===== config.mk =====
export PLATFORM = sky130hd
export DESIGN_NAME = wav_header_stream_parser
export DESIGN_NICKNAME = d
export VERILOG_FILES = /design/src/rtl/core/whsp_pkg.sv /design/src/rtl/core/wav_header_stream_parser.sv
export SDC_FILE = /design/constraint.sdc
export NUM_CORES = 1
export LEC_CHECK = 0
export BUFFER_PORTS_ARGS = -buffer_cell sky130_fd_sc_hd__buf_2
export CAP_MARGIN = 20
export CORE_UTILIZATION = 45
export CTS_CLUSTER_DIAMETER = 40
export DETAILED_ROUTE_END_ITERATION = 8
export PLACE_DENSITY_LB_ADDON = 0.08
export SLEW_MARGIN = 25
export SYNTH_ARGS = -nofsm -noshare
export SYNTH_HDL_FRONTEND = slang
export SYNTH_SLANG_ARGS = --single-unit

===== constraint.sdc =====
create_clock -name clk -period 8.83 [get_ports clk]
set_input_delay 1.766 -clock clk [delete_from_list [all_inputs] [get_ports clk]]
set_output_delay 1.766 -clock clk [all_outputs]
set_load 0.1 [all_outputs]

===== src/rtl/core/whsp_pkg.sv =====
// types and constants shared by the wav header stream parser
package whsp_pkg;

  typedef struct packed {
    logic [7:0] file_byte;
    logic       end_of_file;
  } in_t;

  typedef struct packed {
    logic        payload_valid;
    logic [7:0]  payload_byte;
    logic [2:0]  parse_status;
    logic        float_format;
    logic [31:0] rate_hz;
    logic [15:0] sample_bits;
  } out_t;

  typedef enum logic [13:0] {
    PH_RIFF_TAG   = 14'b00000000000001,
    PH_RIFF_LEN   = 14'b00000000000010,
    PH_WAVE_TAG   = 14'b00000000000100,
    PH_FMT_TAG    = 14'b00000000001000,
    PH_FMT_SIZE   = 14'b00000000010000,
    PH_FMT_FORMAT = 14'b00000000100000,
    PH_FMT_CHAN   = 14'b00000001000000,
    PH_FMT_RATE   = 14'b00000010000000,
    PH_FMT_BRATE  = 14'b00000100000000,
    PH_FMT_ALIGN  = 14'b00001000000000,
    PH_FMT_BITS   = 14'b00010000000000,
    PH_CHUNK_TAG  = 14'b00100000000000,
    PH_CHUNK_LEN  = 14'b01000000000000,
    PH_BODY       = 14'b10000000000000
  } phase_t;

  localparam logic [2:0] ST_PARSING = 3'd0;
  localparam logic [2:0] ST_OK      = 3'd1;
  localparam logic [2:0] ST_BAD_TAG = 3'd2;
  localparam logic [2:0] ST_CORRUPT = 3'd3;
  localparam logic [2:0] ST_UNSUPP  = 3'd4;
  localparam logic [2:0] ST_TRUNC   = 3'd5;

  // tags as they assemble least significant byte first
  localparam logic [31:0] TAG_RIFF = 32'h4646_4952;
  localparam logic [31:0] TAG_WAVE = 32'h4556_4157;
  localparam logic [31:0] TAG_FMT  = 32'h2074_6d66;
  localparam logic [31:0] TAG_DATA = 32'h6174_6164;

  localparam logic [31:0] HALF_MASK = 32'h0000_ffff;
  localparam logic [15:0] FMT_PCM   = 16'd1;
  localparam logic [15:0] FMT_FLOAT = 16'd3;
  localparam logic [15:0] BITS_PCM  = 16'd8;
  localparam logic [15:0] BITS_FLT  = 16'd32;

endpackage


===== src/rtl/core/wav_header_stream_parser.sv =====
// wav header stream parser: riff/fmt checks and data chunk byte extraction
//
// Input channel in_*: one file byte per word, least significant byte first
// in every multi-byte field, end_of_file set on the final byte of the file.
// Output channel out_*: exactly one result word per input word, in order.
// A result carries the audio byte (payload_valid set inside a data chunk
// body), the running parse status and the format fields parsed so far.
// The result is registered; throughput is one word per clock while out_ready
// is high, and input stalls once the skid register below is occupied.
// Once parse_status leaves parsing it is sticky: later bytes are consumed
// and answered with the same status and no payload until reset.
// Reset (rst_n low at a clock edge) returns the parser to the riff tag,
// clears all format fields and empties the output stages.
// The result register is backed by a one-word skid register, so one more
// word is taken while out_ready is low; in_ready is registered and falls
// only once the skid register is occupied, and rises again the cycle
// after the receiver drains it.
module wav_header_stream_parser (
  input  logic            clk,
  input  logic            rst_n,
  input  logic            in_valid,
  output logic            in_ready,
  input  whsp_pkg::in_t   in_data,
  output logic            out_valid,
  input  logic            out_ready,
  output whsp_pkg::out_t  out_data
);

  whsp_pkg::phase_t phase_r, phase_nxt;
  logic [1:0]  bif_r, bif_nxt;
  logic [31:0] acc_r, acc_nxt;
  logic [31:0] total_r, total_nxt;
  logic [31:0] brem_r, brem_nxt;
  logic        is_data_r, is_data_nxt;
  logic        float_r, float_nxt;
  logic [31:0] rate_r, rate_nxt;
  logic [15:0] bits_r, bits_nxt;
  logic [2:0]  status_r, status_nxt;

  whsp_pkg::out_t out_r, skid_r, res;
  logic out_vld_r, skid_vld_r;

  logic        in_fire, out_fire;
  logic [31:0] acc_w;
  logic        two_byte, last_byte;

  assign in_ready  = !skid_vld_r;
  assign in_fire   = in_valid && in_ready;
  assign out_valid = out_vld_r;
  assign out_fire  = out_vld_r && out_ready;
  assign out_data  = out_r;

  // next field accumulator with the current byte merged in
  always_comb begin
    acc_w = acc_r;
    case (bif_r)
      2'd0:    acc_w[7:0]   = in_data.file_byte;
      2'd1:    acc_w[15:8]  = in_data.file_byte;
      2'd2:    acc_w[23:16] = in_data.file_byte;
      default: acc_w[31:24] = in_data.file_byte;
    endcase
  end

  assign two_byte = (phase_r == whsp_pkg::PH_FMT_FORMAT) ||
                    (phase_r == whsp_pkg::PH_FMT_CHAN) ||
                    (phase_r == whsp_pkg::PH_FMT_ALIGN) ||
                    (phase_r == whsp_pkg::PH_FMT_BITS);
  assign last_byte = two_byte ? bif_r[0] : (bif_r == 2'd3);

  always_comb begin
    phase_nxt   = phase_r;
    bif_nxt     = bif_r;
    acc_nxt     = acc_r;
    total_nxt   = total_r;
    brem_nxt    = brem_r;
    is_data_nxt = is_data_r;
    float_nxt   = float_r;
    rate_nxt    = rate_r;
    bits_nxt    = bits_r;
    status_nxt  = status_r;
    res.payload_valid = 1'b0;
    res.payload_byte  = 8'd0;

    if (status_r == whsp_pkg::ST_PARSING) begin
      if (phase_r == whsp_pkg::PH_BODY) begin
        if (is_data_r) begin
          res.payload_valid = 1'b1;
          res.payload_byte  = in_data.file_byte;
        end
        brem_nxt = brem_r - 32'd1;
        if (brem_r == 32'd1) begin
          phase_nxt = whsp_pkg::PH_CHUNK_TAG;
        end
      end else if (!last_byte) begin
        bif_nxt = bif_r + 2'd1;
        acc_nxt = acc_w;
      end else begin
        bif_nxt = 2'd0;
        acc_nxt = 32'd0;
        unique case (phase_r)
          whsp_pkg::PH_RIFF_TAG: begin
            if (acc_w != whsp_pkg::TAG_RIFF) status_nxt = whsp_pkg::ST_BAD_TAG;
            phase_nxt = whsp_pkg::PH_RIFF_LEN;
          end
          whsp_pkg::PH_RIFF_LEN: begin
            total_nxt = acc_w;
            phase_nxt = whsp_pkg::PH_WAVE_TAG;
          end
          whsp_pkg::PH_WAVE_TAG: begin
            if (acc_w != whsp_pkg::TAG_WAVE) status_nxt = whsp_pkg::ST_BAD_TAG;
            phase_nxt = whsp_pkg::PH_FMT_TAG;
          end
          whsp_pkg::PH_FMT_TAG: begin
            if (acc_w != whsp_pkg::TAG_FMT) status_nxt = whsp_pkg::ST_BAD_TAG;
            phase_nxt = whsp_pkg::PH_FMT_SIZE;
          end
          whsp_pkg::PH_FMT_SIZE: begin
            if (total_r < acc_w) status_nxt = whsp_pkg::ST_CORRUPT;
            phase_nxt = whsp_pkg::PH_FMT_FORMAT;
          end
          whsp_pkg::PH_FMT_FORMAT: begin
            if (acc_w[15:0] == whsp_pkg::FMT_PCM) begin
              float_nxt = 1'b0;
            end else if (acc_w[15:0] == whsp_pkg::FMT_FLOAT) begin
              float_nxt = 1'b1;
            end else begin
              status_nxt = whsp_pkg::ST_UNSUPP;
            end
            phase_nxt = whsp_pkg::PH_FMT_CHAN;
          end
          whsp_pkg::PH_FMT_CHAN: begin
            if (acc_w[15:0] != 16'd1) status_nxt = whsp_pkg::ST_UNSUPP;
            phase_nxt = whsp_pkg::PH_FMT_RATE;
          end
          whsp_pkg::PH_FMT_RATE: begin
            rate_nxt  = acc_w;
            phase_nxt = whsp_pkg::PH_FMT_BRATE;
          end
          whsp_pkg::PH_FMT_BRATE: begin
            phase_nxt = whsp_pkg::PH_FMT_ALIGN;
          end
          whsp_pkg::PH_FMT_ALIGN: begin
            phase_nxt = whsp_pkg::PH_FMT_BITS;
          end
          whsp_pkg::PH_FMT_BITS: begin
            bits_nxt = acc_w[15:0] & whsp_pkg::HALF_MASK[15:0];
            // only 8-bit pcm and 32-bit float pass
            if (!((!float_r && acc_w[15:0] == whsp_pkg::BITS_PCM) ||
                  (float_r && acc_w[15:0] == whsp_pkg::BITS_FLT))) begin
              status_nxt = whsp_pkg::ST_UNSUPP;
            end
            phase_nxt = whsp_pkg::PH_CHUNK_TAG;
          end
          whsp_pkg::PH_CHUNK_LEN: begin
            if (is_data_r && acc_w >= total_r) begin
              status_nxt = whsp_pkg::ST_CORRUPT;
            end else if (acc_w == 32'd0) begin
              phase_nxt = whsp_pkg::PH_CHUNK_TAG;
            end else begin
              brem_nxt  = acc_w;
              phase_nxt = whsp_pkg::PH_BODY;
            end
          end
          default: begin
            is_data_nxt = (acc_w == whsp_pkg::TAG_DATA);
            phase_nxt   = whsp_pkg::PH_CHUNK_LEN;
          end
        endcase
      end

      // end of file decision, an error on the same byte wins
      if (status_nxt == whsp_pkg::ST_PARSING && in_data.end_of_file) begin
        if (phase_nxt == whsp_pkg::PH_CHUNK_TAG && bif_nxt == 2'd0) begin
          status_nxt = whsp_pkg::ST_OK;
        end else if (phase_nxt == whsp_pkg::PH_BODY && !is_data_nxt) begin
          status_nxt = whsp_pkg::ST_OK;
        end else begin
          status_nxt = whsp_pkg::ST_TRUNC;
        end
      end
    end

    res.parse_status = status_nxt;
    res.float_format = float_nxt;
    res.rate_hz      = rate_nxt;
    res.sample_bits  = bits_nxt;
  end

  always_ff @(posedge clk) begin
    if (!rst_n) begin
      phase_r   <= whsp_pkg::PH_RIFF_TAG;
      bif_r     <= 2'd0;
      acc_r     <= 32'd0;
      total_r   <= 32'd0;
      brem_r    <= 32'd0;
      is_data_r <= 1'b0;
      float_r   <= 1'b0;
      rate_r    <= 32'd0;
      bits_r    <= 16'd0;
      status_r  <= whsp_pkg::ST_PARSING;
    end else if (in_fire) begin
      phase_r   <= phase_nxt;
      bif_r     <= bif_nxt;
      acc_r     <= acc_nxt;
      total_r   <= total_nxt;
      brem_r    <= brem_nxt;
      is_data_r <= is_data_nxt;
      float_r   <= float_nxt;
      rate_r    <= rate_nxt;
      bits_r    <= bits_nxt;
      status_r  <= status_nxt;
    end
  end

  // result register with one skid word behind it
  always_ff @(posedge clk) begin
    if (!rst_n) begin
      out_vld_r  <= 1'b0;
      skid_vld_r <= 1'b0;
    end else if (skid_vld_r) begin
      if (out_fire) begin
        out_r      <= skid_r;
        skid_vld_r <= 1'b0;
      end
    end else if (in_fire) begin
      if (!out_vld_r || out_fire) begin
        out_r     <= res;
        out_vld_r <= 1'b1;
      end else begin
        skid_r     <= res;
        skid_vld_r <= 1'b1;
      end
    end else if (out_fire) begin
      out_vld_r <= 1'b0;
    end
  end

  a_skid_behind_out: assert property (@(posedge clk) disable iff (!rst_n)
    skid_vld_r |-> out_vld_r)
    else $error("skid word held with empty result register");

  a_status_sticky: assert property (@(posedge clk) disable iff (!rst_n)
    (status_r != whsp_pkg::ST_PARSING) |=> (status_r == $past(status_r)))
    else $error("final parse status changed");

  a_payload_in_data: assert property (@(posedge clk) disable iff (!rst_n)
    (in_fire && res.payload_valid) |->
      (phase_r == whsp_pkg::PH_BODY && is_data_r &&
       status_r == whsp_pkg::ST_PARSING))
    else $error("payload byte outside a data chunk body");

  a_body_nonempty: assert property (@(posedge clk) disable iff (!rst_n)
    (phase_r == whsp_pkg::PH_BODY) |-> (brem_r != 32'd0))
    else $error("chunk body with no bytes left");

endmodule


==> results of run 1 <==
[cells by family (layout without fill, tap and decap cells)]
family          after synthesis  in the layout
simple gates                640            640
mux                          97             97
fa+ha+maj                    38             38
xor+xnor                      6              6
compound gates              403            403
flops                       289            289
buf+inv                     189            287
[registers in the layout, summed over array words and instances (netlist names)]
| register | count |
|---|---|
| out_data | 61 |
| skid_r | 61 |
| acc_r | 32 |
| brem_r | 32 |
| rate_r | 32 |
| total_r | 32 |
| bits_r | 16 |
| phase_r | 14 |
| status_r | 3 |
| bif_r | 2 |
| float_r | 1 |
| is_data_r | 1 |
| out_valid | 1 |
| skid_vld_r | 1 |
[area by class of cell]
| type | instances | area, um2 | share of cell area, % |
|---|---|---|---|
| Multi-Input combinational cell | 1184 | 7240 | 41.6 |
| Sequential cell | 289 | 7010 | 40.3 |
| Clock buffer | 54 | 1200 | 6.91 |
| Tap cell | 442 | 553 | 3.18 |
| Clock inverter | 30 | 352 | 2.02 |
| Inverter | 78 | 295 | 1.70 |
| Timing Repair Buffer | 125 | 751 | 4.31 |
[metrics by stage]
step                cells  area, um2  setup WS, ns
finish               2202      17400          3.47
global route         2202      17400          3.26
CTS                  2202      17400          3.56
detailed placement   2118      15800          3.02
global placement     2118      15800          2.88
floorplan            1662      15000        0.0568
[tightest hold or removal path, cell delays in order (launching register included)]
cell and delay (ns):
dfxtp_1 0.31, nand2_1 0.05, a21oi_1 0.05
[routing by layer]
layer / vias to the layer above / part of all wire (%) / GRT usage, % / wire length, um
li1: 6153 / - / - / -
met1: 6292 / 46 / 38.7 / 21000
met2: 442 / 45 / 42.2 / 20700
met3: 79 / 6.0 / 3.64 / 2750
met4: 0 / 3.4 / 10.9 / 1570
met5: - / 0 / 0 / 0
[power by group through the flow]
| stage | Combinational [mW] | Clock, mW | Sequential [mW] |
|---|---|---|---|
| finish | 0.524 | 1.82 | 1.44 |
| global route | 0.556 | 1.91 | 1.44 |
| CTS | 0.519 | 1.85 | 1.44 |
| detailed placement | 0.517 | 0 | 1.46 |
| global placement | 0.515 | 0 | 1.46 |
| floorplan | 0.261 | 0 | 1.56 |
[synthesized netlist by cell type (all sizes together), types with 8 or more instances]
cell type / n / area share (%)
nand4: 19 / 0.79
clkbuf: 77 / 1.9
or3: 9 / 0.38
o211ai: 11 / 0.55
edfxtp: 122 / 25
mux2: 61 / 4.6
nor2: 168 / 4.3
o22ai: 11 / 0.46
o21ai: 65 / 2.6
dfxtp: 167 / 22
ha: 38 / 3.2
a21oi: 198 / 6.6
buf: 34 / 1.2
nor3: 67 / 2.3
mux2i: 36 / 2.4
and3: 10 / 0.42
nand2: 211 / 5.3
or4: 8 / 0.45
nor3b: 23 / 1.2
o21a: 10 / 0.55
a22oi: 10 / 0.50
nor4: 39 / 1.7
nand3: 33 / 1.1
and2: 10 / 0.42
inv: 78 / 2.0
a211oi: 40 / 2.1
[worst paths after layout]
path	end	slack, ns	cells past startpoint
setup reg to reg	out_data[49]$_DFFE_PP_	3.69	15
hold / removal	bits_r[14]$_SDFFE_PN0P_	0.45	2
setup / recovery	out_data[49]$_DFFE_PP_	3.47	13
hold reg to reg	bits_r[14]$_SDFFE_PN0P_	0.45	2
[cell usage in the layout (no fill, tap or decap), types with 35 or more instances in the layout]
cell type,netlist,layout
mux2_2,61,61
clkbuf_16,0,47
nor3_1,66,65
mux2i_1,36,35
buf_4,0,50
nor4_1,38,37
a21oi_1,198,197
dfxtp_1,167,167
edfxtp_1,122,122
nand2_1,209,208
nor2_1,167,166
a211oi_1,38,38
ha_1,38,38
inv_1,76,76
buf_2,19,75
==> run metrics, run 1 <==
Seq pwr share 38.0%; die area 34,000 um2; switching fraction of total power 28.3%; post-DR wirelength/cell 20.9 um; Clk network pwr share 48.1%; Final TNS setup 0 ns; initial DRC count 1,170; largest net degree at the start of global routing 63; Peak VDD IR 0.139 mV; Worst EP required 9.10 ns; number of enable flip-flop cells after synthesis 122; H-Tree Depth 2; Netlist Area Pre-Place 15,000 um2; Simple-Gate Fraction of Synth Area 20.5%; crit-path cells buf_2 > mux2i_1 > inv_1 > ha_1 > nor2b_1 > o211ai_1 > a2111oi_0 > o31a_1 > nor2_1 > o221ai_1 > a211oi_1 > o31ai_1 > a2bb2oi_1; die width 184 um; total CTS buffers 46; beginning of the worst register-to-register path bif_r[0]$_SDFFE_PN0P_; ANT nets after route 0; final hold vios 0; critical path arrival 5.63 ns; DRC 0; Seq/Total Area, Yosys 46.9%; Setup Fix Bufs, Post-CTS 0; Pwr Total 3.78 mW; crit-path max cell delay 0.79 ns; hold buffer count at cts 0; clk buf depth 3; number of global-route vias before repair 12,100; Layout fillers 3,008; top-level I/O count 76; Synth Area in XOR/XNOR 0.351%; compound-gate portion of the synthesized area 17.0%; Crit Path Class in -> reg; worst-margin pin slew 1.03 ns; post-synth net total 1,713; RSZ-0062 raised after global routing no; share of synthesized area spent on multiplexers 7.00%; Detail Placement HPWL 31,000 um; largest family of logic cells by synthesized area simple AND/OR/NAND/NOR gates; Startpoint Class primary input; status finished clean; num rows 66; Adder-Cell Fraction of Synth Area 3.18%; synthesized flop and latch total 289; Overflow after GRT 0; max-cap violations 0; Internal 2.71 mW; I/O Buffers 75; Synth Instances 1,662; slew margin rel. 30.9%; CP Capture Type register; Main synth FF type dfxtp_1; Tmin final 5.36 ns; Post-Route WL 46,000 um; Worst Hold Class reg -> reg; Yosys cell types 81; fin util 53.3%; root buffer cell clkbuf_16; Synth-to-Final Area Change 16.4%; Buf+Inv Stages, Crit Path 2; Final Setup Violations 0; worst-skew pair later-pin latency 0.55 ns; Max Slew Vio Count 0; crit-path leading delay family compound AO/OA/AOI/OAI gates; Leakage 6.47 nW; Mapped Avg Cell Area 9.00 um2; Peak Freq 187 MHz; CTS Sinks 289; Die Y 184 um; Yosys warning count 0; Starting Density 45.8%; minimum hold slack 0.453 ns; Nets 1,775; placer congestion estimate 0.932; worst hold path startpoint bits_r[14]$_SDFFE_PN0P_; initial antenna violation count 0; Final Skew 0.0233 ns; CTS clk-pin slew, worst paths 0.06 ns; vias per inst 5.89; final period utilization 60.7%; Comb pwr share 13.9%; DRT Pass-1 Iters 6; core area 32,600 um2; switching power 1.07 mW; first-pass GRT wire length 71,500 um; pwr dens 217 nW/um2; CTS tree yes; worst-path fanout max 13; Post-synth ARST share 0%; CP max-delay cell mux2i_1; via count 13,000; Ant. Diodes 0; Critical path origin in_data[2]; share of cells above drive strength 1 17.5%; post-CTS sizing 0; Global Route Usage Sum 27.4%
Power figures use the tool's default switching activity.
==> run 2, diff against run 1 <==
==> constraint.sdc (replaced) <==
create_clock -name clk -period 4.8 [get_ports clk]
set_input_delay 0.96 -clock clk [delete_from_list [all_inputs] [get_ports clk]]
set_output_delay 0.96 -clock clk [all_outputs]
set_load 0.1 [all_outputs]
==> run 2 against run 1 <==
  * Register-to-register slack got worse by 3.5 ns
  * Hold slack better by 0.00091 ns
  * Die area is the same
  * Highest routed layer unchanged
  * Sequential share of layout area down 0.64 points
==> run metrics, run 2 (synthesized netlist as in run 1, its figures left out) <==
cell area after layout 17,700 um2 (+1.6%); final period utilization 95.0%; CTS tree yes; Peak Freq 219 MHz; Worst Hold Class reg -> reg; Starting Density 45.8% (unchanged); Startpoint Class register; worst-margin pin slew 0.961 ns (-0.0718 ns); Nets 1,797 (+1.2%); critical path arrival 4.85 ns (-0.78 ns); share of cells above drive strength 1 18.9% (+1.4 points); number of global-route vias before repair 12,300 (+1.4%); DRT Pass-1 Iters 5 (-1); CTS clk-pin slew, worst paths 0.06 ns (about the same); post-DR wirelength/cell 21.0 um (+0.49%); Post-Route WL 46,700 um (+1.5%); core area 32,600 um2 (unchanged); Synth-to-Final Area Change 18.2%; Placed Instance Area 16,100 um2 (+1.5%); Global Route Usage Sum 27.8% (+0.43 points); Final Setup Violations 0 (unchanged); pwr dens 396 nW/um2 (+82%); worst-path fanout max 15 (+2); wire length on met1 21,300 um (+1.4%); Worst EP required 5.09 ns (-4.01 ns); commonest non-fill, non-tap cells in the layout nand2_1 (207), a21oi_1 (197), dfxtp_1 (167); total CTS buffers 46 (unchanged); Die Y 184 um (unchanged); H-Tree Depth 2 (unchanged); status finished clean; first-pass GRT wire length 72,100 um (+0.89%); flip-flop and latch area 7010 um2 (unchanged); most common cell after layout, fill and taps aside nand2_1; num rows 66 (unchanged); CTS Sinks 289 (unchanged); Final Skew 0.0176 ns (-0.00566 ns); Peak VDD IR 0.266 mV (+91%); RSZ-0062 raised after global routing no; ANT nets after route 0 (unchanged); highest metal used met4; Leakage 6.64 nW (+2.6%); final hold vios 0 (unchanged); Overflow after GRT 0 (unchanged); placer congestion estimate 0.976 (+4.7%); die area 34,000 um2 (unchanged); DR WL met3 3120 um (+13%); Crit Path Class reg -> reg; DRC 0 (unchanged); Detail Route met2 WL 20,900 um (+1.1%); top-level I/O count 76 (unchanged); Tmin final 4.56 ns; die width 184 um (unchanged); initial antenna violation count 2 (+2); Detail Placement HPWL 32,700 um (+5.4%); worst-skew pair later-pin latency 0.56 ns (about the same); fin util 54.2% (+0.86 points); slew margin rel. 35.4% (+4.5 points); CP Capture Type register; initial DRC count 1,166 (-0.34%); I/O Buffers 75 (unchanged); root buffer cell clkbuf_16; Layout fillers 2,977 (-1.0%); footprint of the multi-input gates 7240 um2 (about the same); max-cap violations 0 (unchanged); clk buf depth 3 (unchanged); Final TNS setup 0 ns (unchanged); minimum hold slack 0.454 ns (+0.000910 ns); via count 12,900 (-0.22%); vias per inst 5.81 (-1.2%); largest net degree at the start of global routing 68 (+7.9%); Max Slew Vio Count 0 (unchanged)
-- run 2: cell count changes in the layout (fill, tap and decap cells not counted), moves of 2 or more --
cell	delta
buf_12	+6
clkinv_2	+4
clkinvlp_4	-2
clkinv_8	+3
inv_6	+2
nand2_2	+2
buf_4	+16
clkinv_1	-3
clkbuf_1	-4
-- run 2: worst max-delay path: stages, from the launching register on --
cell	delay (ns)
dfxtp_1	0.46
ha_1	0.63
mux2i_1	0.48
inv_1	0.13
ha_1	0.29
nand4_1	0.20
nor4_1	0.66
nand3_1	0.20
nand3_1	0.16
nor2_1	0.13
o221ai_1	0.39
a211oi_1	0.12
o31ai_1	0.32
a2bb2oi_1	0.12
-- run 2: cell type report --
class                      count  area share, %
multi-input combinational   1184           40.9
sequential                   289           39.6
clock buffer                  51           6.86
timing repair buffer         147           5.60
tap                          442           3.13
clock inverter                33           2.16
inverter                      78           1.67
antenna                        1         0.0142
-- run 2: timing repair --
action	CTS	global route
endpoints found under the setup margin	0	24
hold buffers	0	0
setup buffers	0	0
resized for setup	0	1
-- run 2: power by group --
| part | switching, mW | leakage [nW] | internal, mW |
|---|---|---|---|
| sequential | 0.0368 | 2.52 | 2.61 |
| combinational | 0.714 | 3.35 | 0.266 |
| clock | 1.25 | 0.771 | 2.13 |
-- run 2: through the flow --
step	setup slack, ns	total power, mW	instances
floorplan	0.0723	3.34	1662
global placement	0.341	3.66	2140
detailed placement	0.260	3.66	2140
CTS	0.232	7.06	2224
global route	0.0302	7.25	2224
finish	0.240	7.01	2225
-- run 2: path summary, 6_finish.rpt --
kind                          start  slack [ns]  cells past startpoint                     end
max reg2reg   bif_r[0]$_SDFFE_PN0P_        0.24                     13  out_data[49]$_DFFE_PP_
min          bits_r[2]$_SDFFE_PN0P_        0.45                      2  bits_r[2]$_SDFFE_PN0P_
max           bif_r[0]$_SDFFE_PN0P_        0.24                     13  out_data[49]$_DFFE_PP_
min reg2reg  bits_r[2]$_SDFFE_PN0P_        0.45                      2  bits_r[2]$_SDFFE_PN0P_
-- run 2: routing by layer --
layer	GRT usage (%)	vias up
met2	43.2	451
met3	4.41	86
met5	0	-
met4	10.5	0
li1	-	6215
met1	38.7	6186
